File: src/hw/rtl/pop3_message_dot_stuffer_top_macros.svh
// Assertion macros for the POP3 message dot stuffer.
// Included by the RTL files that carry concurrent assertions; no other dependencies.
`ifndef POP3_MESSAGE_DOT_STUFFER_TOP_MACROS_SVH
`define POP3_MESSAGE_DOT_STUFFER_TOP_MACROS_SVH
`ifndef SYNTHESIS
`define P3DS_ASSERT_IMPLIES(label, clk, rst, ante, cons) \
   label: assert property (@(posedge clk) disable iff (rst) (ante) |-> (cons)) \
      else $error("assertion failed");
`define P3DS_ASSERT_NEXT(label, clk, rst, ante, cons) \
   label: assert property (@(posedge clk) disable iff (rst) (ante) |=> (cons)) \
      else $error("assertion failed");
`else
`define P3DS_ASSERT_IMPLIES(label, clk, rst, ante, cons)
`define P3DS_ASSERT_NEXT(label, clk, rst, ante, cons)
`endif
`endif

File: src/hw/rtl/p3ds_pkg.sv
// Package for the POP3 message dot stuffer: character codes, register indexes,
// widths and the line limit saturation function. No dependencies.
package p3ds_pkg;

   localparam int LINE_COUNT_BITS = 16;
   localparam int MAX_RESULTS = 9;
   localparam int RESULT_COUNT_BITS = $clog2(MAX_RESULTS + 1);
   localparam int CSR_INDEX_BITS = 1;
   localparam int CSR_DATA_BITS = 16;

   localparam logic [7:0] CH_DOT = 8'h2E;
   localparam logic [7:0] CH_LF = 8'h0A;
   localparam logic [7:0] CH_CR = 8'h0D;

   localparam logic [CSR_INDEX_BITS-1:0] CSR_SEND_WHOLE_BODY = 1'd0;
   localparam logic [CSR_INDEX_BITS-1:0] CSR_BODY_LINE_LIMIT = 1'd1;

   localparam logic [32:0] LINE_COUNT_MAX_WIDE = (33'd1 << LINE_COUNT_BITS) - 33'd1;

   typedef struct packed {
      logic [7:0] data;
      logic       last;
   } entry_type;

   function automatic logic [LINE_COUNT_BITS-1:0] sat_limit(input logic [15:0] limit);
      logic [32:0] wide;
      wide = 33'(limit);
      if (wide > LINE_COUNT_MAX_WIDE) begin
         return '1;
      end
      return wide[LINE_COUNT_BITS-1:0];
   endfunction

endpackage

File: src/hw/rtl/pop3_message_dot_stuffer_top.sv
// Top level of the POP3 message dot stuffer: input register, expansion logic
// and a shifting result buffer. Depends on p3ds_pkg and the assertion macro header.
//
// One message byte that yields at most one output byte is taken per cycle while
// the output does not stall; one that expands holds the input until the result
// buffer, which drains one byte per cycle unless stalled, is reloaded as its last
// byte leaves. Bytes of the From line and of a body past its limit produce nothing
// and pass at one per cycle. The final byte of a message adds the terminator.
`include "pop3_message_dot_stuffer_top_macros.svh"

module pop3_message_dot_stuffer_top (
   input  logic                                 clock,
   input  logic                                 reset,
   input  logic                                 req_valid,
   output logic                                 req_stall,
   input  logic [7:0]                           req_in_byte,
   input  logic                                 req_end_of_message,
   output logic                                 rsp_valid,
   input  logic                                 rsp_stall,
   output logic [7:0]                           rsp_out_byte,
   output logic                                 rsp_last_out,
   input  logic                                 csr_write_en,
   input  logic [p3ds_pkg::CSR_INDEX_BITS-1:0]  csr_index,
   input  logic [p3ds_pkg::CSR_DATA_BITS-1:0]   csr_wdata
);
   import p3ds_pkg::*;

   typedef enum logic [1:0] {
      PH_FROM = 2'd0,
      PH_HEAD = 2'd1,
      PH_BODY = 2'd2,
      PH_SKIP = 2'd3
   } phase_type;

   phase_type                  phase_ff, phase_in;
   logic                       line_start_ff, line_start_in;
   logic [LINE_COUNT_BITS-1:0] lines_left_ff, lines_left_in;
   logic                       send_whole_ff;
   logic [15:0]                limit_ff;

   logic       in_valid_ff;
   logic [7:0] in_byte_ff;
   logic       in_eom_ff;

   entry_type                    buf_ff [MAX_RESULTS];
   logic [RESULT_COUNT_BITS-1:0] count_ff;

   entry_type                    list [MAX_RESULTS];
   logic [RESULT_COUNT_BITS-1:0] n;
   logic                         send_line;
   logic                         skip;
   logic                         pop;
   logic                         load;

   assign rsp_valid    = (count_ff != '0);
   assign rsp_out_byte = buf_ff[0].data;
   assign rsp_last_out = buf_ff[0].last;
   assign pop          = rsp_valid && !rsp_stall;
   assign load         = in_valid_ff &&
                         ((count_ff == '0) || ((count_ff == RESULT_COUNT_BITS'(1)) && pop));
   assign req_stall    = in_valid_ff && !load;

   always_comb begin
      for (int i = 0; i < MAX_RESULTS; i++) begin
         list[i] = '{data: 8'h00, last: 1'b0};
      end
      n             = '0;
      phase_in      = phase_ff;
      line_start_in = line_start_ff;
      lines_left_in = lines_left_ff;
      send_line     = 1'b0;
      skip          = 1'b0;

      case (phase_ff)
         PH_FROM: begin
            if (in_byte_ff == CH_LF) begin
               phase_in      = PH_HEAD;
               line_start_in = 1'b1;
            end
         end
         PH_HEAD: begin
            if (line_start_ff && in_byte_ff == CH_LF) begin
               list[n] = '{data: CH_CR, last: 1'b0};
               n = n + 1'b1;
               list[n] = '{data: CH_LF, last: 1'b0};
               n = n + 1'b1;
               phase_in      = PH_BODY;
               line_start_in = 1'b1;
               lines_left_in = sat_limit(limit_ff);
            end else begin
               send_line = 1'b1;
            end
         end
         PH_BODY: begin
            if (line_start_ff && !send_whole_ff) begin
               if (lines_left_ff == '0) begin
                  phase_in = PH_SKIP;
                  skip     = 1'b1;
               end else begin
                  lines_left_in = lines_left_ff - LINE_COUNT_BITS'(1);
               end
            end
            send_line = !skip;
         end
         default: begin
         end
      endcase

      if (send_line) begin
         if (in_byte_ff == CH_LF) begin
            list[n] = '{data: CH_CR, last: 1'b0};
            n = n + 1'b1;
            list[n] = '{data: CH_LF, last: 1'b0};
            n = n + 1'b1;
            line_start_in = 1'b1;
         end else begin
            if (line_start_ff && in_byte_ff == CH_DOT) begin
               list[n] = '{data: CH_DOT, last: 1'b0};
               n = n + 1'b1;
            end
            list[n] = '{data: in_byte_ff, last: 1'b0};
            n = n + 1'b1;
            line_start_in = 1'b0;
         end
      end

      if (in_eom_ff) begin
         if (!line_start_in && phase_in != PH_FROM) begin
            list[n] = '{data: CH_CR, last: 1'b0};
            n = n + 1'b1;
            list[n] = '{data: CH_LF, last: 1'b0};
            n = n + 1'b1;
         end
         list[n] = '{data: CH_DOT, last: 1'b0};
         n = n + 1'b1;
         list[n] = '{data: CH_CR, last: 1'b0};
         n = n + 1'b1;
         list[n] = '{data: CH_LF, last: 1'b1};
         n = n + 1'b1;
         phase_in      = PH_FROM;
         line_start_in = 1'b1;
         lines_left_in = '0;
      end
   end

   always_ff @(posedge clock) begin
      if (reset) begin
         phase_ff      <= PH_FROM;
         line_start_ff <= 1'b1;
         lines_left_ff <= '0;
         send_whole_ff <= 1'b1;
         limit_ff      <= '0;
         in_valid_ff   <= 1'b0;
         count_ff      <= '0;
      end else begin
         if (csr_write_en) begin
            case (csr_index)
               CSR_SEND_WHOLE_BODY: send_whole_ff <= csr_wdata[0];
               CSR_BODY_LINE_LIMIT: limit_ff <= csr_wdata[15:0];
               default: begin
               end
            endcase
         end
         if (req_valid && !req_stall) begin
            in_valid_ff <= 1'b1;
         end else if (load) begin
            in_valid_ff <= 1'b0;
         end
         if (load) begin
            phase_ff      <= phase_in;
            line_start_ff <= line_start_in;
            lines_left_ff <= lines_left_in;
            count_ff      <= n;
         end else if (pop) begin
            count_ff <= count_ff - 1'b1;
         end
      end
   end

   always_ff @(posedge clock) begin
      if (req_valid && !req_stall) begin
         in_byte_ff <= req_in_byte;
         in_eom_ff  <= req_end_of_message;
      end
      if (load) begin
         buf_ff <= list;
      end else if (pop) begin
         for (int i = 0; i < MAX_RESULTS - 1; i++) begin
            buf_ff[i] <= buf_ff[i + 1];
         end
         buf_ff[MAX_RESULTS - 1] <= '{data: 8'h00, last: 1'b0};
      end
   end

   `P3DS_ASSERT_IMPLIES(a_last_is_lf, clock, reset, rsp_valid && rsp_last_out, rsp_out_byte == CH_LF)
   `P3DS_ASSERT_IMPLIES(a_count_bound, clock, reset, 1'b1, count_ff <= RESULT_COUNT_BITS'(MAX_RESULTS))
   `P3DS_ASSERT_IMPLIES(a_stall_holds_item, clock, reset, req_stall, in_valid_ff && rsp_valid)
   `P3DS_ASSERT_IMPLIES(a_from_line_silent, clock, reset, load && phase_ff == PH_FROM && !in_eom_ff, n == '0)
   `P3DS_ASSERT_NEXT(a_load_sets_count, clock, reset, load && n != '0, rsp_valid)

endmodule
File: config.mk
export PLATFORM = sky130hd
export DESIGN_NAME = pop3_message_dot_stuffer_top
export DESIGN_NICKNAME = d
export VERILOG_FILES = /design/src/hw/rtl/p3ds_pkg.sv /design/src/hw/rtl/pop3_message_dot_stuffer_top.sv
export VERILOG_INCLUDE_DIRS = /design/src /design/src/hw/rtl
export SDC_FILE = /design/constraint.sdc
export NUM_CORES = 1
export LEC_CHECK = 0
export BUFFER_PORTS_ARGS = -buffer_cell sky130_fd_sc_hd__buf_4
export CORE_MARGIN = 1
export CORE_UTILIZATION = 45
export CTS_BUF_LIST = sky130_fd_sc_hd__clkbuf_2
export DETAILED_ROUTE_END_ITERATION = 16
export GPL_TIMING_DRIVEN = 0
export HOLD_SLACK_MARGIN = 0.03
export PLACE_DENSITY_LB_ADDON = 0.1
export SLEW_MARGIN = 25
export SYNTH_ARGS = -nofsm -noshare
export SYNTH_HDL_FRONTEND = slang
export SYNTH_SLANG_ARGS = --single-unit
File: constraint.sdc
create_clock -name clock -period 4.8 [get_ports clock]
set_clock_uncertainty 0.1 [all_clocks]
set_input_delay 0.24 -clock clock [delete_from_list [all_inputs] [get_ports clock]]
set_output_delay 0.24 -clock clock [all_outputs]
set_load 0.03 [all_outputs]
Yosys cells after proc, flatten, opt, wreduce, memory -nomap -nowiden
Index checks and enable logic that the tools add are counted.
- input bits: 31
- output and inout bits: 11
- bits in registers: 131
- eq/ne operators: 8
- $lt $le $gt $ge: 16
- reductions and logical operators: 35
- multiplexer cells: 65
- add/sub/neg operators: 10
- bitwise gates (word level): 33
- operator list (kind ; number):
    $mux W81 ; 10
    $demux W9 S4 ; 8
    $not A54 Y54 ; 4
    $and A54 B54 Y54 ; 3
    $and A63 B63 Y63 ; 2
    $not A63 Y63 ; 2
    $or A27 B27 Y27 ; 4
    $not A45 Y45 ; 2
    $bwmux W81 ; 1
    $mux W9 ; 8
    $or A36 B36 Y36 ; 2
    $mux W16 ; 4
    $and A50 B54 Y54 ; 1
    $and A42 B45 Y45 ; 1
    $and A45 B45 Y45 ; 1
    $ge A5 B5 Y1 const B ; 8
    $lt A5 B1 Y1 const B ; 8
    $mux W4 ; 10
    $not A4 Y5 ; 8
    $or A18 B18 Y18 ; 2
    $add A4 B1 Y4 const B ; 8
    $pmux W16 S2 ; 1
    $mux W14 ; 2
    $logic_and A1 B1 Y1 ; 17
    other kinds (23) ; 50

Logic depth before layout (Yosys ltp)
- depth in word-level cells: 26
- mapped depth: 20
- mapped depth without buffers: 20

Least setup slack after synthesis
No wires, ideal clock.
- kind: register to register
- start point: reg phase_ff[1]
- end point: reg buf_ff[67] (netlist bit) (data pin)
- slack: -0.118 ns
- cell stages (with the launch flop): 21
- data arrival time: 4.554 ns
- clock period less this slack: 4.918 ns
- required time: 4.436 ns
- cells stage by stage: dfxtp_1 inv_1 ha_1 nor2_1 a2bb2oi_1 a31o_2 clkbuf_1 o21ai_1 ha_1 clkbuf_1 xnor2_1 nor2_1 or4_1 nor2_1 mux2i_1 mux2i_1 buf_2 o211ai_1 o21a_1 nand2_1 o41a_1
- cells in the longest elaborated chain, start to end: 23
- elaborated cells between the ends (all ways): 96
- RTL lines (item ; line ; text):
    from (decl) ; pop3_message_dot_stuffer_top.sv:35 ; phase_type phase_ff, phase_in;
    from (signal assigned) ; pop3_message_dot_stuffer_top.sv:170 ; phase_ff <= phase_in;
    $eq A2 B1 Y1 ; pop3_message_dot_stuffer_top.sv:74 ; case (phase_ff)
    $mux W2 ; pop3_message_dot_stuffer_top.sv:74 ;
    $add A4 B1 Y4 or $not A4 Y5 (tied branches) ; n/a ;
    $mux W4 (tied with other cells) ; pop3_message_dot_stuffer_top.sv:117 ; if (line_start_ff && in_byte_ff == CH_DOT) begin
    $mux W4 or $logic_and A1 B1 Y1 (tied branches) ; pop3_message_dot_stuffer_top.sv:110, pop3_message_dot_stuffer_top.sv:111, pop3_message_dot_stuffer_top.sv:118 ;
    $mux W4 or $mux W9 (tied branches) ; pop3_message_dot_stuffer_top.sv:109, pop3_message_dot_stuffer_top.sv:111, pop3_message_dot_stuffer_top.sv:118 ;
    $add A4 B1 Y4 (tied with other cells) ; pop3_message_dot_stuffer_top.sv:122 ; n = n + 1'b1;
    $mux W4 (tied with other cells) ; pop3_message_dot_stuffer_top.sv:110 ; if (in_byte_ff == CH_LF) begin
    [... 7 more ...] ; n/a ;
    $not A4 Y5 (not written as such) (tied with other cells) ; pop3_message_dot_stuffer_top.sv:138 ; list[n] = '{data: CH_LF, last: 1'b1};
    $ge A5 B5 Y1 (not written as such) (tied with other cells) ; pop3_message_dot_stuffer_top.sv:138 ;
    $logic_and A1 B1 Y1 (not written as such) (tied with other cells) ; pop3_message_dot_stuffer_top.sv:138 ;
    $mux W9 (not written as such) (tied with other cells) ; pop3_message_dot_stuffer_top.sv:138 ;
    $demux W9 S4 or $or A27 B27 Y27 (tied branches) ; n/a ;
    $or A27 B27 Y27 (no source line) ; n/a ;
    $mux W81 * ; pop3_message_dot_stuffer_top.sv:127 ; if (in_eom_ff) begin
    $mux W81 * ; pop3_message_dot_stuffer_top.sv:185 ; if (load) begin
    to (signal assigned) ; pop3_message_dot_stuffer_top.sv:186 ; buf_ff <= list;
    to (signal, indexed assignment) ; pop3_message_dot_stuffer_top.sv:189 ; buf_ff[i] <= buf_ff[i + 1];
    to (signal, indexed assignment) ; pop3_message_dot_stuffer_top.sv:191 ; buf_ff[MAX_RESULTS - 1] <= '{data: 8'h00, last: 1'b0};
    to (decl) ; pop3_message_dot_stuffer_top.sv:45 ; entry_type buf_ff [MAX_RESULTS];
Every way passes the cells marked *; elsewhere a longest branch is shown, timed or not. The select of a mux whose other input is x is not followed.
A chain may end at the register's enable or synchronous reset.

Worst setup path after layout
- start point: reg in_byte_ff[6]
- end point: reg buf_ff[67] (netlist bit) (data pin)
- cells in the longest elaborated chain, start to end: 25
- elaborated cells between the ends (all ways): 101
- RTL lines (item ; line ; text):
    from (decl) ; pop3_message_dot_stuffer_top.sv:42 ; logic [7:0] in_byte_ff;
    from (signal assigned) ; pop3_message_dot_stuffer_top.sv:182 ; in_byte_ff <= req_in_byte;
    $eq A8 B4 Y1 ; pop3_message_dot_stuffer_top.sv:76, pop3_message_dot_stuffer_top.sv:82, pop3_message_dot_stuffer_top.sv:110 ;
    $logic_and A1 B1 Y1 ; pop3_message_dot_stuffer_top.sv:82 ; if (line_start_ff && in_byte_ff == CH_LF) begin
    $mux W2 ; pop3_message_dot_stuffer_top.sv:82 ;
    $mux W2 ; pop3_message_dot_stuffer_top.sv:74 ;
    $add A4 B1 Y4 or $not A4 Y5 (tied branches) ; n/a ;
    $mux W4 (tied with other cells) ; pop3_message_dot_stuffer_top.sv:117 ;
    $mux W4 or $logic_and A1 B1 Y1 (tied branches) ; pop3_message_dot_stuffer_top.sv:110, pop3_message_dot_stuffer_top.sv:111, pop3_message_dot_stuffer_top.sv:118 ;
    $mux W4 or $mux W9 (tied branches) ; pop3_message_dot_stuffer_top.sv:109, pop3_message_dot_stuffer_top.sv:111, pop3_message_dot_stuffer_top.sv:118 ;
    [... 9 more ...] ; n/a ;
    $not A4 Y5 (not written as such) (tied with other cells) ; pop3_message_dot_stuffer_top.sv:138 ;
    $ge A5 B5 Y1 (not written as such) (tied with other cells) ; pop3_message_dot_stuffer_top.sv:138 ;
    $logic_and A1 B1 Y1 (not written as such) (tied with other cells) ; pop3_message_dot_stuffer_top.sv:138 ;
    $mux W9 (not written as such) (tied with other cells) ; pop3_message_dot_stuffer_top.sv:138 ;
    $demux W9 S4 or $or A27 B27 Y27 (tied branches) ; n/a ;
    $or A27 B27 Y27 (no source line) ; n/a ;
    $mux W81 * ; pop3_message_dot_stuffer_top.sv:127 ;
    $mux W81 * ; pop3_message_dot_stuffer_top.sv:185 ;
Marks and branches as above.

==> metrics.md <==
| Metric | Value |
|---|---|
| Status | completed |
| Met1 Track Usage GR | 38.0% |
| Fill count | 1,325 |
| Vias after detailed routing | 6,600 |
| Die area | 15,800 um^2 |
| Count of final max-slew check failures | 0 |
| Kind of cell adding the most delay to the critical path | simple AND/OR/NAND/NOR gates |
| Met2 Use GR | 44.1% |
| Drt drc | 0 |
| R2R Path End | buf_ff[67]$_DFFE_PP_ |
| Port Buffers | 40 |
| Synth Cell Area | 6890 um^2 |
| Gr ovfl total | 0 |
| Mapped Cells | 770 |
| Vias in the first global route | 6,184 |
| Worst-path clk slew | 0.17 ns |
| DR vias/cell | 6.01 |
| Final Util | 59.6% |
| First-pass GRT wire length | 33.6 mm |
| WP buf/inv | 4 |
| Register area share after synthesis | 44.6% |
| Slowest-stage cell, CP | or4_4 |
| Top_reg_cell synth | edfxtp_1 |
| R2R depth | 20 |
| Min Tclk post-route | 4.75 ns |
| Hold Crit Depth | 2 |
| Rel. slew slack | 41.8% |
| RePlAce Congestion | 0.914 |
| Post-Route WL | 21.6 mm |
| CTS Buf Count | 17 |
| Crit-path max cell delay | 0.50 ns |
| Global route hottest layer | met2 |
| Post-synth EDFFs | 75 |
| WHS Endpoint | in_byte_ff[4]$_DFFE_PP_ |
| CP Capture Type | flop |
| Area delta synth->final | 27.6% |
| GRT Overall Usage | 27.8% |
| YS warnings | 0 |
| Multi-input logic area | 3910 um^2 |
| Antenna Cells | 0 |
| Crit Path Category | flop to flop |
| CTS tree | yes |
| R2R Setup Slk | 0.05 ns |
| Die width | 126 um |
| Critical-path cell list | or2_4 -> or2_4 -> a21o_4 -> inv_8 -> ha_4 -> inv_2 -> o21ai_4 -> buf_6 -> ha_4 -> xor2_4 -> nor2_1 -> or4_4 -> nor2_4 -> mux2i_2 -> mux2i_2 -> buf_4 -> o211ai_1 -> o21a_1 -> nand2_2 -> o41a_1 |
| Worst setup path startpoint | in_byte_ff[6]$_DFFE_PP_ |
| Initial Util | 46.7% |
| Clock Path Buffers | 2 |
| Hold Fails Final Rpt | 0 |
| Critical R2R Launch | in_byte_ff[6]$_DFFE_PP_ |
| First drt pass iteration count | 6 |
| Top-count cell post-synth | nand2_1 |
| Ys async rst share | 0% |
| Layout cells sized above 1 | 20.3% |
| Num Clock Sinks | 116 |
| Reg area | 3080 um^2 |
| Max FO, Critical Path | 5 |
| Critical Path RT | 5.16 ns |
| Final ANT Viol Nets | 0 |
| Pleak | 3.29 nW |
| HPWL Detailed | 14.8 mm |
| # setup viols final | 0 |
| Highest clock rate | 0.211 GHz |
| Rows | 44 |
| Max-cap viol count | 0 |
| Worst min path class | input pin to flop |
| Starting DRT DRC Count | 582 |
| Max H-tree Level | 4 |
| Worst hold path startpoint | req_in_byte[4] |
| Crit path depth | 20 |
| Crit share post-route | 98.9% |
| Clk Latency, worst-skew pair | 0.69 ns |
| WL/cell | 19.7 um |
| Distinct cells, synth | 85 |
| Met3 usage | 5.82% |
| Synth top cells by count | 121 x nand2_1, 75 x edfxtp_1, 70 x nor2_1 |
| IO Count | 42 |
| Nets | 952 |
| Startpoint types | flop |
| Worst hold slack | 0.149 ns |
| Cell taking the most area after synthesis | edfxtp_1 |
| Synth top area cells | edfxtp_1 33%, dfxtp_1 12%, nand2_1 6.6% |
| Die Y | 126 um |
| Core ar. | 14,800 um^2 |
| Synth top area share | 32.7% |
| Initial antenna violation count | 0 |
| PD cells | 417 nW/um^2 |
| Max IR drop VDD | 0.394 mV |
| Largest net degree at the start of global routing | 55 |
| Worst EP arrival | 5.11 ns |
| Mean post-synth cell area | 8.95 um^2 |
| Least-Margin Pin Slew | 0.867 ns |
| Seq cells post-synth | 116 |
| Root buffer cell | clkbuf_2 |
through the flow:
step           worst slack (ns)  TNS (ns)  instances  cell area (um^2)  power (mW)
3_3_place_gp              -1.11    -60.46        996              7440        2.87
2_1_floorplan            0.0857         0        772              6910        2.50
6_report                 0.0517         0       1099              8800        3.67
3_5_place_dp              -1.12    -39.51        997              7480        2.91
5_1_grt                 -0.0481    -0.243       1099              8800        3.86
4_1_cts                 -0.0156   -0.0156       1087              8550        3.67
cell type report:
class / instances / share of cell area [%]
Sequential cell: 116 / 35.0
Buffer: 45 / 2.49
Tap cell: 184 / 2.62
Inverter: 27 / 1.29
Clock buffer: 22 / 1.25
Timing Repair Buffer: 112 / 11.1
Clock inverter: 10 / 1.75
Multi-Input combinational cell: 583 / 44.5
how the worst max path moves through the flow:
stage	to	slack [ns]
2_1_floorplan	buf_ff[67]$_DFFE_PP_	0.09
3_3_place_gp	buf_ff[67]$_DFFE_PP_	-1.11
3_5_place_dp	buf_ff[67]$_DFFE_PP_	-1.12
4_1_cts	buf_ff[67]$_DFFE_PP_	-0.02
5_1_grt	buf_ff[67]$_DFFE_PP_	-0.05
6_report	buf_ff[67]$_DFFE_PP_	0.05
power breakdown:
group	internal [mW]	leakage [nW]	total [mW]	switching, mW
Clock	0.352	0.171	0.731	0.379
Combinational	0.481	2.05	1.25	0.764
Sequential	1.58	1.06	1.69	0.117
layout by cell type (no fill, tap or decap), drive strengths merged, types with 4 or more instances in the layout:
| master | count |
|---|---|
| a211oi | 7 |
| a21boi | 6 |
| a21o | 11 |
| a21oi | 59 |
| a221o | 4 |
| a22o | 6 |
| a22oi | 4 |
| a2bb2oi | 4 |
| a311oi | 8 |
| a31oi | 6 |
| a32o | 4 |
| and2 | 14 |
| and3 | 7 |
| buf | 83 |
| bufinv | 4 |
| clkbuf | 52 |
| clkinv | 4 |
| dfxtp | 41 |
| dlygate4sd3 | 44 |
| edfxtp | 75 |
| ha | 19 |
| inv | 29 |
| mux2i | 9 |
| nand2 | 121 |
| nand2b | 9 |
| nand3 | 21 |
| nand4 | 14 |
| nor2 | 71 |
| nor2b | 4 |
| nor3 | 26 |
| nor4 | 6 |
| o211ai | 5 |
| o21a | 5 |
| o21ai | 46 |
| o22ai | 7 |
| o31ai | 13 |
| or2 | 4 |
| or3 | 8 |
| xnor2 | 10 |
worst reg2reg max path, cell delays in order (launching register included):
cell,delay [ns]
edfxtp_1,0.46
or2_4,0.30
or2_4,0.28
a21o_4,0.21
inv_8,0.06
ha_4,0.15
inv_2,0.06
o21ai_4,0.26
buf_6,0.14
ha_4,0.19
xor2_4,0.17
nor2_1,0.06
or4_4,0.51
nor2_4,0.13
mux2i_2,0.28
mux2i_2,0.12
buf_4,0.20
o211ai_1,0.10
o21a_1,0.27
nand2_2,0.12
o41a_1,0.36
flip-flops by register name, summed over array words and instances, names as in the netlist, 2 cells and up:
| name | flops |
|---|---|
| rsp_out_byte | 8 |
| phase_ff | 2 |
| limit_ff | 16 |
| lines_left_ff | 16 |
| in_byte_ff | 8 |
| buf_ff | 57 |
| count_ff | 4 |
per-layer routing:
metal | share of wire (%) | vias to the layer above
met3 | 7.3 | 25
met2 | 47 | 258
met4 | 1.7 | 0
met1 | 44 | 3220
met5 | 0 | -
li1 | - | 3097
cell families after synthesis:
kind of cell    after synthesis  synth area share, %
other cells                   1               0.0544
flops                       116                 44.6
mux                          10                 1.47
simple gates                317                 22.1
fa+ha+maj                    19                 3.45
compound gates              221                 22.1
xor+xnor                     13                 1.76
buf+inv                      73                 4.52
timing repair:
item	CTS	global route
endpoints found under the setup margin	59	50
resized for setup	59	33
endpoints found under the hold margin	51	0
hold buffers	44	0
buffers inserted	14	13
pin swaps	9	16
Note: power is estimated with default switching activity, not from simulation.
